## src/hdl/byte_ring_fifo_with_search_unit_assert.svh

```systemverilog
// ----------------------------------------------------------------------------
// Assertion macros for the byte ring FIFO with search
// Shared concurrent assertion forms, clocked and disabled during reset.
// ----------------------------------------------------------------------------
`ifndef BYTE_RING_FIFO_WITH_SEARCH_UNIT_ASSERT_SVH
`define BYTE_RING_FIFO_WITH_SEARCH_UNIT_ASSERT_SVH

// A condition that must hold in every cycle out of reset.
`define BRFS_ASSERT_ALWAYS(label, clk, rst_n, cond) \
	label: assert property (@(posedge clk) disable iff (!rst_n) (cond)) \
		else $error("brfs: invariant violated");

// When the trigger holds, the consequence holds in the same cycle.
`define BRFS_ASSERT_SAME(label, clk, rst_n, trig, cons) \
	label: assert property (@(posedge clk) disable iff (!rst_n) (trig) |-> (cons)) \
		else $error("brfs: same-cycle implication violated");

// When the trigger holds, the consequence holds in the next cycle.
`define BRFS_ASSERT_NEXT(label, clk, rst_n, trig, cons) \
	label: assert property (@(posedge clk) disable iff (!rst_n) (trig) |=> (cons)) \
		else $error("brfs: next-cycle implication violated");

`endif

```

## src/hdl/brfs_pkg.sv

```systemverilog
// ----------------------------------------------------------------------------
// brfs_pkg
// Constants, codes and helpers of the byte ring FIFO with search.
// ----------------------------------------------------------------------------
package brfs_pkg;

	localparam int DEPTH     = 256;
	localparam int ADDR_W    = $clog2(DEPTH);
	localparam int LEN_W     = ADDR_W + 1;
	localparam int MAX_BYTES = 8;
	localparam int CNT_W     = 4;
	localparam int DATA_W    = 8 * MAX_BYTES;

	localparam logic [1:0] CMD_PUT  = 2'd0;
	localparam logic [1:0] CMD_GET  = 2'd1;
	localparam logic [1:0] CMD_FIND = 2'd2;

	localparam logic [1:0] STAT_OK       = 2'd0;
	localparam logic [1:0] STAT_OVERFLOW = 2'd1;
	localparam logic [1:0] STAT_NOTFOUND = 2'd2;
	localparam logic [1:0] STAT_ZERO_LEN = 2'd3;

	localparam logic [LEN_W-1:0] LEN_MIN   = LEN_W'(2);
	localparam logic [LEN_W-1:0] LEN_MAX   = LEN_W'(DEPTH);
	localparam logic [LEN_W-1:0] LEN_RESET = LEN_W'(256);

	typedef logic [ADDR_W-1:0] addr_t;
	typedef logic [LEN_W-1:0]  len_t;

	// Step a pointer by one slot, wrapping at the active length.
	function automatic addr_t ptr_next(addr_t p, len_t len);
		len_t s;
		s = {1'b0, p} + len_t'(1);
		return (s >= len) ? addr_t'(0) : s[ADDR_W-1:0];
	endfunction

	// Clamp the configured length to the legal slot range.
	function automatic len_t len_clamp(len_t raw);
		if (raw < LEN_MIN) begin
			return LEN_MIN;
		end else if (raw > LEN_MAX) begin
			return LEN_MAX;
		end
		return raw;
	endfunction

endpackage

```

## src/hdl/byte_ring_fifo_with_search_unit.sv

```systemverilog
// ----------------------------------------------------------------------------
// byte_ring_fifo_with_search_unit
// Circular byte FIFO over one synchronous RAM with put, get and pattern find.
// ----------------------------------------------------------------------------
//
// Channel  Dir  Handshake              Fields
// command  in   start high, busy low   cmd, payload, byte_count
// result   out  done, one cycle        status, read_bytes, bytes_read, match_offset, fill_level
// config   in   cfg_we high            cfg_wdata (buffer length)
//
// Each command transfer yields exactly one result transfer. Put writes the payload bytes in turn,
// get reads the stored bytes through the registered RAM read, and find streams up to the fill
// level of stored bytes from the tail, stopping at the first match.
// Commands that fail at once, and the unused command, report in the cycle after the transfer.
// The asynchronous reset empties the FIFO and sets the length to 256; the RAM is not cleared.
// The receiver cannot stall results, so busy is the only back pressure.
//
module byte_ring_fifo_with_search_unit
	import brfs_pkg::*;
(
	input  logic              clk,
	input  logic              arst_n,
	input  logic              start,
	output logic              busy,
	input  logic [1:0]        cmd,
	input  logic [DATA_W-1:0] payload,
	input  logic [CNT_W-1:0]  byte_count,
	output logic              done,
	output logic [1:0]        status,
	output logic [DATA_W-1:0] read_bytes,
	output logic [CNT_W-1:0]  bytes_read,
	output logic [ADDR_W-1:0] match_offset,
	output logic [ADDR_W-1:0] fill_level,
	input  logic              cfg_we,
	input  logic [LEN_W-1:0]  cfg_wdata
);

	// Sequencer states.
	localparam logic [1:0] S_IDLE = 2'd0;
	localparam logic [1:0] S_PUT  = 2'd1;
	localparam logic [1:0] S_GET  = 2'd2;
	localparam logic [1:0] S_FIND = 2'd3;

	logic [1:0]        state_q;
	len_t              len_q;
	addr_t             wp_q;
	addr_t             rp_q;
	addr_t             fill_q;
	addr_t             addr_q;
	addr_t             iss_q;
	addr_t             k_q;
	logic [CNT_W-1:0]  n_q;
	logic [DATA_W-1:0] pat_q;
	logic [DATA_W-1:0] acc_q;
	logic [7:0]        win_q [MAX_BYTES];

	logic              done_q;
	logic [1:0]        status_q;
	logic [DATA_W-1:0] read_bytes_q;
	logic [CNT_W-1:0]  bytes_read_q;
	addr_t             match_offset_q;
	addr_t             fill_level_q;

	// The byte store: one port, read data registered.
	logic [7:0]        mem [DEPTH];
	addr_t             mem_addr;
	logic              mem_we;
	logic [7:0]        rdata_s1;
	logic              valid_s1;

	len_t              len_eff;
	logic [CNT_W-1:0]  n_eff;
	logic [CNT_W-1:0]  get_n;
	len_t              room;
	logic              issue;
	logic              accept;
	logic [7:0]        win_nx [MAX_BYTES];
	logic              win_match;
	len_t              k_inc;
	logic [DATA_W-1:0] acc_nx;
	logic [CNT_W-1:0]  k_next;

	assign len_eff = len_clamp(len_q);
	assign n_eff   = (byte_count > CNT_W'(MAX_BYTES)) ? CNT_W'(MAX_BYTES) : byte_count;
	assign get_n   = ({4'b0, n_eff} < fill_q) ? n_eff : fill_q[CNT_W-1:0];
	assign room    = len_eff - len_t'(1) - {1'b0, fill_q};
	assign busy    = (state_q != S_IDLE);
	assign accept  = start && !busy;
	assign issue   = (state_q inside {S_GET, S_FIND}) && (iss_q != addr_t'(0));
	assign k_inc   = {1'b0, k_q} + len_t'(1);
	assign k_next  = k_inc[CNT_W-1:0];

	assign mem_addr = (state_q == S_PUT) ? wp_q : addr_q;
	assign mem_we   = (state_q == S_PUT);

	always_ff @(posedge clk) begin
		if (mem_we) begin
			mem[mem_addr] <= pat_q[7:0];
		end
		rdata_s1 <= mem[mem_addr];
	end

	// The newest stored byte enters the window at the front. A match needs the
	// newest byte to equal the last pattern byte, the one before it the byte
	// before that, and so on for the pattern length.
	always_comb begin
		logic [CNT_W-1:0] idx;
		win_match = 1'b1;
		for (int j = 0; j < MAX_BYTES; j++) begin
			win_nx[j] = (j == 0) ? rdata_s1 : win_q[(j == 0) ? 0 : j - 1];
		end
		for (int j = 0; j < MAX_BYTES; j++) begin
			idx = n_q - CNT_W'(1) - CNT_W'(j);
			if (CNT_W'(j) < n_q) begin
				if (win_nx[j] != pat_q[8 * idx[2:0] +: 8]) begin
					win_match = 1'b0;
				end
			end
		end
	end

	always_comb begin
		acc_nx = acc_q;
		acc_nx[8 * k_q[2:0] +: 8] = rdata_s1;
	end

	always_ff @(posedge clk or negedge arst_n) begin
		if (!arst_n) begin
			state_q        <= S_IDLE;
			len_q          <= LEN_RESET;
			wp_q           <= '0;
			rp_q           <= '0;
			fill_q         <= '0;
			addr_q         <= '0;
			iss_q          <= '0;
			k_q            <= '0;
			n_q            <= '0;
			pat_q          <= '0;
			acc_q          <= '0;
			valid_s1       <= 1'b0;
			done_q         <= 1'b0;
			status_q       <= STAT_OK;
			read_bytes_q   <= '0;
			bytes_read_q   <= '0;
			match_offset_q <= '0;
			fill_level_q   <= '0;
			for (int j = 0; j < MAX_BYTES; j++) begin
				win_q[j] <= '0;
			end
		end else begin
			done_q   <= 1'b0;
			valid_s1 <= issue;
			if (issue) begin
				addr_q <= ptr_next(addr_q, len_eff);
				iss_q  <= iss_q - addr_t'(1);
			end

			// A length write empties the FIFO; the user must write it only while idle, the block does not enforce it.
			if (cfg_we) begin
				len_q  <= cfg_wdata;
				wp_q   <= '0;
				rp_q   <= '0;
				fill_q <= '0;
			end

			case (state_q)
				S_IDLE: begin
					if (accept) begin
						read_bytes_q   <= '0;
						bytes_read_q   <= '0;
						match_offset_q <= '0;
						fill_level_q   <= fill_q;
						status_q       <= STAT_OK;
						pat_q          <= payload;
						n_q            <= n_eff;
						k_q            <= '0;
						acc_q          <= '0;
						addr_q         <= rp_q;
						if (!(cmd inside {CMD_PUT, CMD_GET, CMD_FIND})) begin
							done_q <= 1'b1;
						end else if (n_eff == CNT_W'(0)) begin
							status_q <= STAT_ZERO_LEN;
							done_q   <= 1'b1;
						end else if (cmd == CMD_PUT) begin
							if ({5'b0, n_eff} > room) begin
								status_q <= STAT_OVERFLOW;
								done_q   <= 1'b1;
							end else begin
								state_q <= S_PUT;
							end
						end else if (cmd == CMD_GET) begin
							if (get_n == CNT_W'(0)) begin
								done_q <= 1'b1;
							end else begin
								n_q     <= get_n;
								iss_q   <= addr_t'(get_n);
								state_q <= S_GET;
							end
						end else begin
							if ({4'b0, n_eff} > fill_q) begin
								status_q <= STAT_NOTFOUND;
								done_q   <= 1'b1;
							end else begin
								iss_q   <= fill_q;
								state_q <= S_FIND;
							end
						end
					end
				end
				S_PUT: begin
					// One byte written per cycle, lowest payload byte first.
					wp_q  <= ptr_next(wp_q, len_eff);
					pat_q <= {8'b0, pat_q[DATA_W-1:8]};
					k_q   <= k_inc[ADDR_W-1:0];
					if (k_next == n_q) begin
						fill_q       <= fill_q + addr_t'(n_q);
						fill_level_q <= fill_q + addr_t'(n_q);
						done_q       <= 1'b1;
						state_q      <= S_IDLE;
					end
				end
				S_GET: begin
					if (valid_s1) begin
						acc_q <= acc_nx;
						k_q   <= k_inc[ADDR_W-1:0];
						if (k_next == n_q) begin
							read_bytes_q <= acc_nx;
							bytes_read_q <= n_q;
							rp_q         <= addr_q;
							fill_q       <= fill_q - addr_t'(n_q);
							fill_level_q <= fill_q - addr_t'(n_q);
							done_q       <= 1'b1;
							state_q      <= S_IDLE;
						end
					end
				end
				S_FIND: begin
					if (valid_s1) begin
						for (int j = 0; j < MAX_BYTES; j++) begin
							win_q[j] <= win_nx[j];
						end
						k_q <= k_inc[ADDR_W-1:0];
						if ((k_inc >= {5'b0, n_q}) && win_match) begin
							match_offset_q <= ADDR_W'(k_inc - {5'b0, n_q});
							done_q         <= 1'b1;
							state_q        <= S_IDLE;
						end else if (k_inc == {1'b0, fill_q}) begin
							status_q <= STAT_NOTFOUND;
							done_q   <= 1'b1;
							state_q  <= S_IDLE;
						end
					end
				end
				default: begin
					state_q <= S_IDLE;
				end
			endcase
		end
	end

	assign done         = done_q;
	assign status       = status_q;
	assign read_bytes   = read_bytes_q;
	assign bytes_read   = bytes_read_q;
	assign match_offset = match_offset_q;
	assign fill_level   = fill_level_q;

	// ------------------------------------------------------------------------
	// Assertions
	// ------------------------------------------------------------------------
`include "byte_ring_fifo_with_search_unit_assert.svh"

	// The fill count never reaches the active length: one slot stays empty.
	`BRFS_ASSERT_ALWAYS(a_fill_below_len, clk, arst_n, ({1'b0, fill_q} < len_eff))

	// While idle, the fill count agrees with the pointer distance.
	`BRFS_ASSERT_SAME(a_fill_matches_ptrs, clk, arst_n, (state_q == S_IDLE),
		(fill_q == ((wp_q >= rp_q) ? (wp_q - rp_q) : ADDR_W'(len_eff - {1'b0, rp_q - wp_q}))))

	// An accepted command either reports at once or keeps the block busy.
	`BRFS_ASSERT_NEXT(a_accept_progress, clk, arst_n, accept, (done || busy))

endmodule
```

## config.mk

```make
export PLATFORM = sky130hd
export DESIGN_NAME = byte_ring_fifo_with_search_unit
export DESIGN_NICKNAME = d
export VERILOG_FILES = /design/src/hdl/brfs_pkg.sv /design/src/hdl/byte_ring_fifo_with_search_unit.sv
export VERILOG_INCLUDE_DIRS = /design/src /design/src/hdl
export SDC_FILE = /design/constraint.sdc
export NUM_CORES = 2
export LEC_CHECK = 0
export BUFFER_PORTS_ARGS = -buffer_cell sky130_fd_sc_hd__clkbuf_2
export CAP_MARGIN = 20
export CORE_MARGIN = 2
export CORE_UTILIZATION = 55
export DETAILED_ROUTE_END_ITERATION = 10
export GPL_ROUTABILITY_DRIVEN = 1
export PLACE_DENSITY = 0.71
export SETUP_SLACK_MARGIN = 0.05
export SLEW_MARGIN = 0
export SYNTH_ARGS = -nofsm -noshare
export SYNTH_HDL_FRONTEND = slang
export SYNTH_SLANG_ARGS = --single-unit
```

## constraint.sdc

```tcl
create_clock -name clk -period 18.8 [get_ports clk]
set_input_delay 4.7 -clock clk [delete_from_list [all_inputs] [get_ports clk]]
set_output_delay 4.7 -clock clk [all_outputs]
set_load 0.02 [all_outputs]
```

==> metrics.md <==
| Metric | Value |
|---|---|
| Bufs on Longest Clock Path | 3 |
| Root buffer cell | clkbuf_16 |
| Worst Hold Launch | read_bytes[58] |
| Total Negative Setup Slacks | 0 ns |
| Iteration-0 DRC count of the detailed router | just under 7000 |
| Detailed placement HPWL | 145900 µm |
| Clock Latency Late Sink | ~0.85 ns |
| Static Leak | between 30 and 40 nW |
| Critical Path Start Type | flop |
| WL final | 245900 µm |
| Crit share post-route | 37.81% |
| Clk_skew | 0.04044 ns |
| Nets@finish | 6257 |
| Mapped cell area | 100500 µm² |
| Req. time, crit path | 19.48 ns |
| Worst Hold Path EP | read_bytes[58] |
| Post-synthesis mux area share | about 16% |
| Critical Path AT | 7.78 ns |
| Hold Violations, Final | 0 |
| Netlist cell types | 74 |
| Core area | approximately 180000 µm² |
| Net Count, Synth | 6147 |
| Pwr Total | 18.92 mW |
| RR Endpoint | rdata_s1[7] |
| # clock sinks | around 2400 |
| Worst-Margin Slew | between 1 and 1.5 ns |
| Gates resized, CTS repair | 0 |
| Fmax | 140.7 MHz |
| Die area | 186100 µm² |
| Antenna violations before repair | 3 |
| Status | finished, final reports clean |
| Syn Inst Count | 6000 |
| Post-synthesis simple-gate area fraction | roughly 5.6% |
| Vias | 55830 |
| Adder-cell share of the synthesized area | 0.8269% |
| Share of cells above drive strength 1 | 20.65% |
| Drt pass-1 iters | 7 |
| Largest net degree at the start of global routing | about 250 |
| Synth Area per Inst | 16.74 µm² |
| Cell Rows | roughly 160 |
| Max IR drop VDD | roughly 0.17 mV |
| Total of max-cap violations | 0 |
| R2r worst-path depth | 14 |
| Relative slew slack | 17.03% |
| Setup violators final | 0 |
| Routability Congestion | slightly below 0.9 |
| Die X | 431.4 µm |
| IO Count | between 150 and 200 |
| # Post-CTS Setup Buffers | 0 |
| Origin of the critical flop-to-flop path | state_q[1] |
| Sequential share of the synthesized area | a little over two thirds |
| Cts bufs inserted | 229 |
| Synth Flop Type | edfxtp_1 |
| Post-synth ARST share | 14.01% |
| Vias in the first global route | 55080 |
| Routed Antenna Nets | 0 |
| Chip height | 431.4 µm |
| YS warnings | 0 |
| Xor/xnor share of the synthesized area | 1.042% |
| R2R setup slack | 11.69 ns |
| CTS H-tree depth | 4 |
| DR WL/cell | 28.32 µm |
| Final number of max-transition violations | 0 |
| Clock slew at reported path FFs | 0.06 ns |
| Starting density of the core | 55.47% |
| Class of the worst hold path | reg2reg |
| Unrepaired setup endpoints after global routing | false |
| Synth Area in Compound Gates | 5.321% |
| CP endpoint kind | flop |
| First-pass GRT wire length | around 370000 µm |
| Synth Register Bits | 2391 |
| Grt ovf | 0 |
| Port Buf Inserts | 170 |
| Min Tclk post-route | 7.108 ns |
| CP Class | reg2reg |
| Area growth syn-to-layout | 10.69% |
| WHS Path Cells | 2 |
| Number of synthesized flops with an enable pin | 2048 |
| Fin util | 61.39% |
| Vias per cell | 6.430 |
| PwrDens | 170.1 nW/µm² |
| CTS tree | yes |
| Largest family of logic cells by synthesized area | multiplexers |
| Drt drc | 0 |
| CP startpoint | state_q[1] |
| Maximum fanout along the worst path | 107 |
| Hold Buf Count CTS | 0 |
| Total GRT Usage | about a quarter |
[Yosys cell counts, types with 5 or more instances]
library cell	n	share of area, %
nand4_1	19	0.12
a221oi_1	5	0.044
xor2_1	46	0.40
o311ai_0	5	0.044
a22o_1	92	0.80
nor3_1	31	0.15
o211ai_1	7	0.052
o22ai_1	31	0.19
nand2b_1	22	0.14
ha_1	60	0.75
and2_1	66	0.41
a21oi_1	65	0.32
mux2_2	96	1.1
buf_2	86	0.43
buf_1	41	0.15
nand3_1	60	0.30
o21a_1	9	0.067
nor4_1	17	0.11
xnor2_1	71	0.62
mux2i_1	185	1.8
a21o_1	18	0.13
or3_1	6	0.037
nor2b_1	49	0.31
a311oi_1	37	0.32
dfrtp_1	334	8.3
edfxtp_1	2048	61
and3_1	7	0.044
clkbuf_1	254	0.95
nor2_1	351	1.3
mux4_2	569	13
a221o_1	6	0.060
nand2_1	669	2.5
o31ai_1	6	0.045
dfxtp_1	8	0.16
inv_1	42	0.16
or2_2	7	0.044
a22oi_1	18	0.13
or4_1	7	0.052
buf_4	6	0.045
a31oi_1	36	0.22
a211oi_1	152	1.1
o21ai_0	303	1.5
[report_power, final]
part / leakage, nW / switching [mW] / internal (mW)
combinational: 10.9 / 4.55 / 2.82
sequential: 23.1 / 0.399 / 6.62
clock: 3.60 / 1.99 / 2.54
[metrics by stage]
stage	hold WS, ns	std cells	setup WS, ns	area (µm²)
6_report	0.4784	8682	11.69	111200
2_1_floorplan	0.4497	6000	11.62	100500
3_5_place_dp	0.4692	8246	11.08	103700
3_3_place_gp	0.4612	8246	11.10	103700
4_1_cts	0.4830	8678	11.80	111100
5_1_grt	0.5047	8681	11.51	111200
[per-layer routing]
layer | up-vias | wire length [µm] | GRT usage [%] | share of wire [%]
met5 | - | 25 | 0 | 0.010
met4 | 4 | 8874 | 9.074 | 3.6
met3 | 455 | 21960 | 4.628 | 8.9
met2 | 2670 | 118000 | 41.80 | 48
met1 | 28880 | 97090 | 37.69 | 39
li1 | 23820 | - | - | -
[cells by family after synthesis]
family | Yosys count
compound gates | 816
xor+xnor | 118
fa+ha+maj | 64
buf+inv | 437
flops | 2391
mux | 850
simple gates | 1324
[cell type report]
class                      instances  area [µm²]
tap                             2370        2965
inverter                          47       176.4
fill                           12860       69930
clock buffer                     303        6190
clock inverter                   129        1194
sequential                      2391       70080
antenna                            1       2.502
multi-input combinational       3172       28810
timing repair buffer             269        1789
[state kept, by name (all words and copies together) (netlist names), 9 cells and up]
register,flops
acc_q,64
len_q,9
mem,2048
pat_q,64
read_bytes,64
win_nx,56
[worst max-delay path, cell delays in order (launching register included)]
cell and delay [ns]:
dfrtp_1 0.43, inv_1 0.15, ha_4 0.62, mux2_8 0.69, buf_12 0.57, buf_4 0.54, buf_4 0.72, buf_4 0.64
mux4_2 0.41, nor2b_1 0.15, a211oi_1 0.23, a211oi_1 0.14, or4_1 0.61, nor3_1 0.62, o31ai_1 0.22
[layout by cell type (no fill, tap or decap), types with 16 or more instances in the layout]
| master | n |
|---|---|
| a21oi_1 | 64 |
| a22oi_1 | 18 |
| clkbuf_2 | 169 |
| mux4_2 | 569 |
| nor3_1 | 31 |
| nand3_1 | 56 |
| ha_1 | 57 |
| o22ai_1 | 31 |
| nor4_1 | 17 |
| nand4_1 | 19 |
| a31oi_1 | 36 |
| clkbuf_1 | 58 |
| clkinv_2 | 43 |
| clkbuf_16 | 232 |
| buf_4 | 86 |
| bufinv_16 | 16 |
| and2_1 | 66 |
| xor2_1 | 45 |
| a211oi_1 | 152 |
| edfxtp_1 | 2048 |
| xnor2_1 | 71 |
| clkinv_1 | 49 |
| o21ai_0 | 302 |
| mux2_2 | 94 |
| dfrtp_1 | 325 |
| nand2b_1 | 22 |
| nor2b_1 | 49 |
| nand2_1 | 667 |
| inv_1 | 42 |
| a311oi_1 | 37 |
| a22o_1 | 92 |
| a21o_1 | 18 |
| mux2i_1 | 182 |
| nor2_1 | 351 |
[how the worst max path moves through the flow]
| stage | depth (start not counted) | to | slack [ns] |
|---|---|---|---|
| 6_report | 14 | rdata_s1[7] | 11.69 |
| 5_1_grt | 14 | rdata_s1[7] | 11.51 |
| 4_1_cts | 4 | busy | 11.80 |
| 3_5_place_dp | 11 | iss_q[3] | 11.08 |
| 3_3_place_gp | 11 | iss_q[3] | 11.10 |
| 2_1_floorplan | 11 | state_q[0] | 11.62 |
Power figures use the tool's default switching activity.
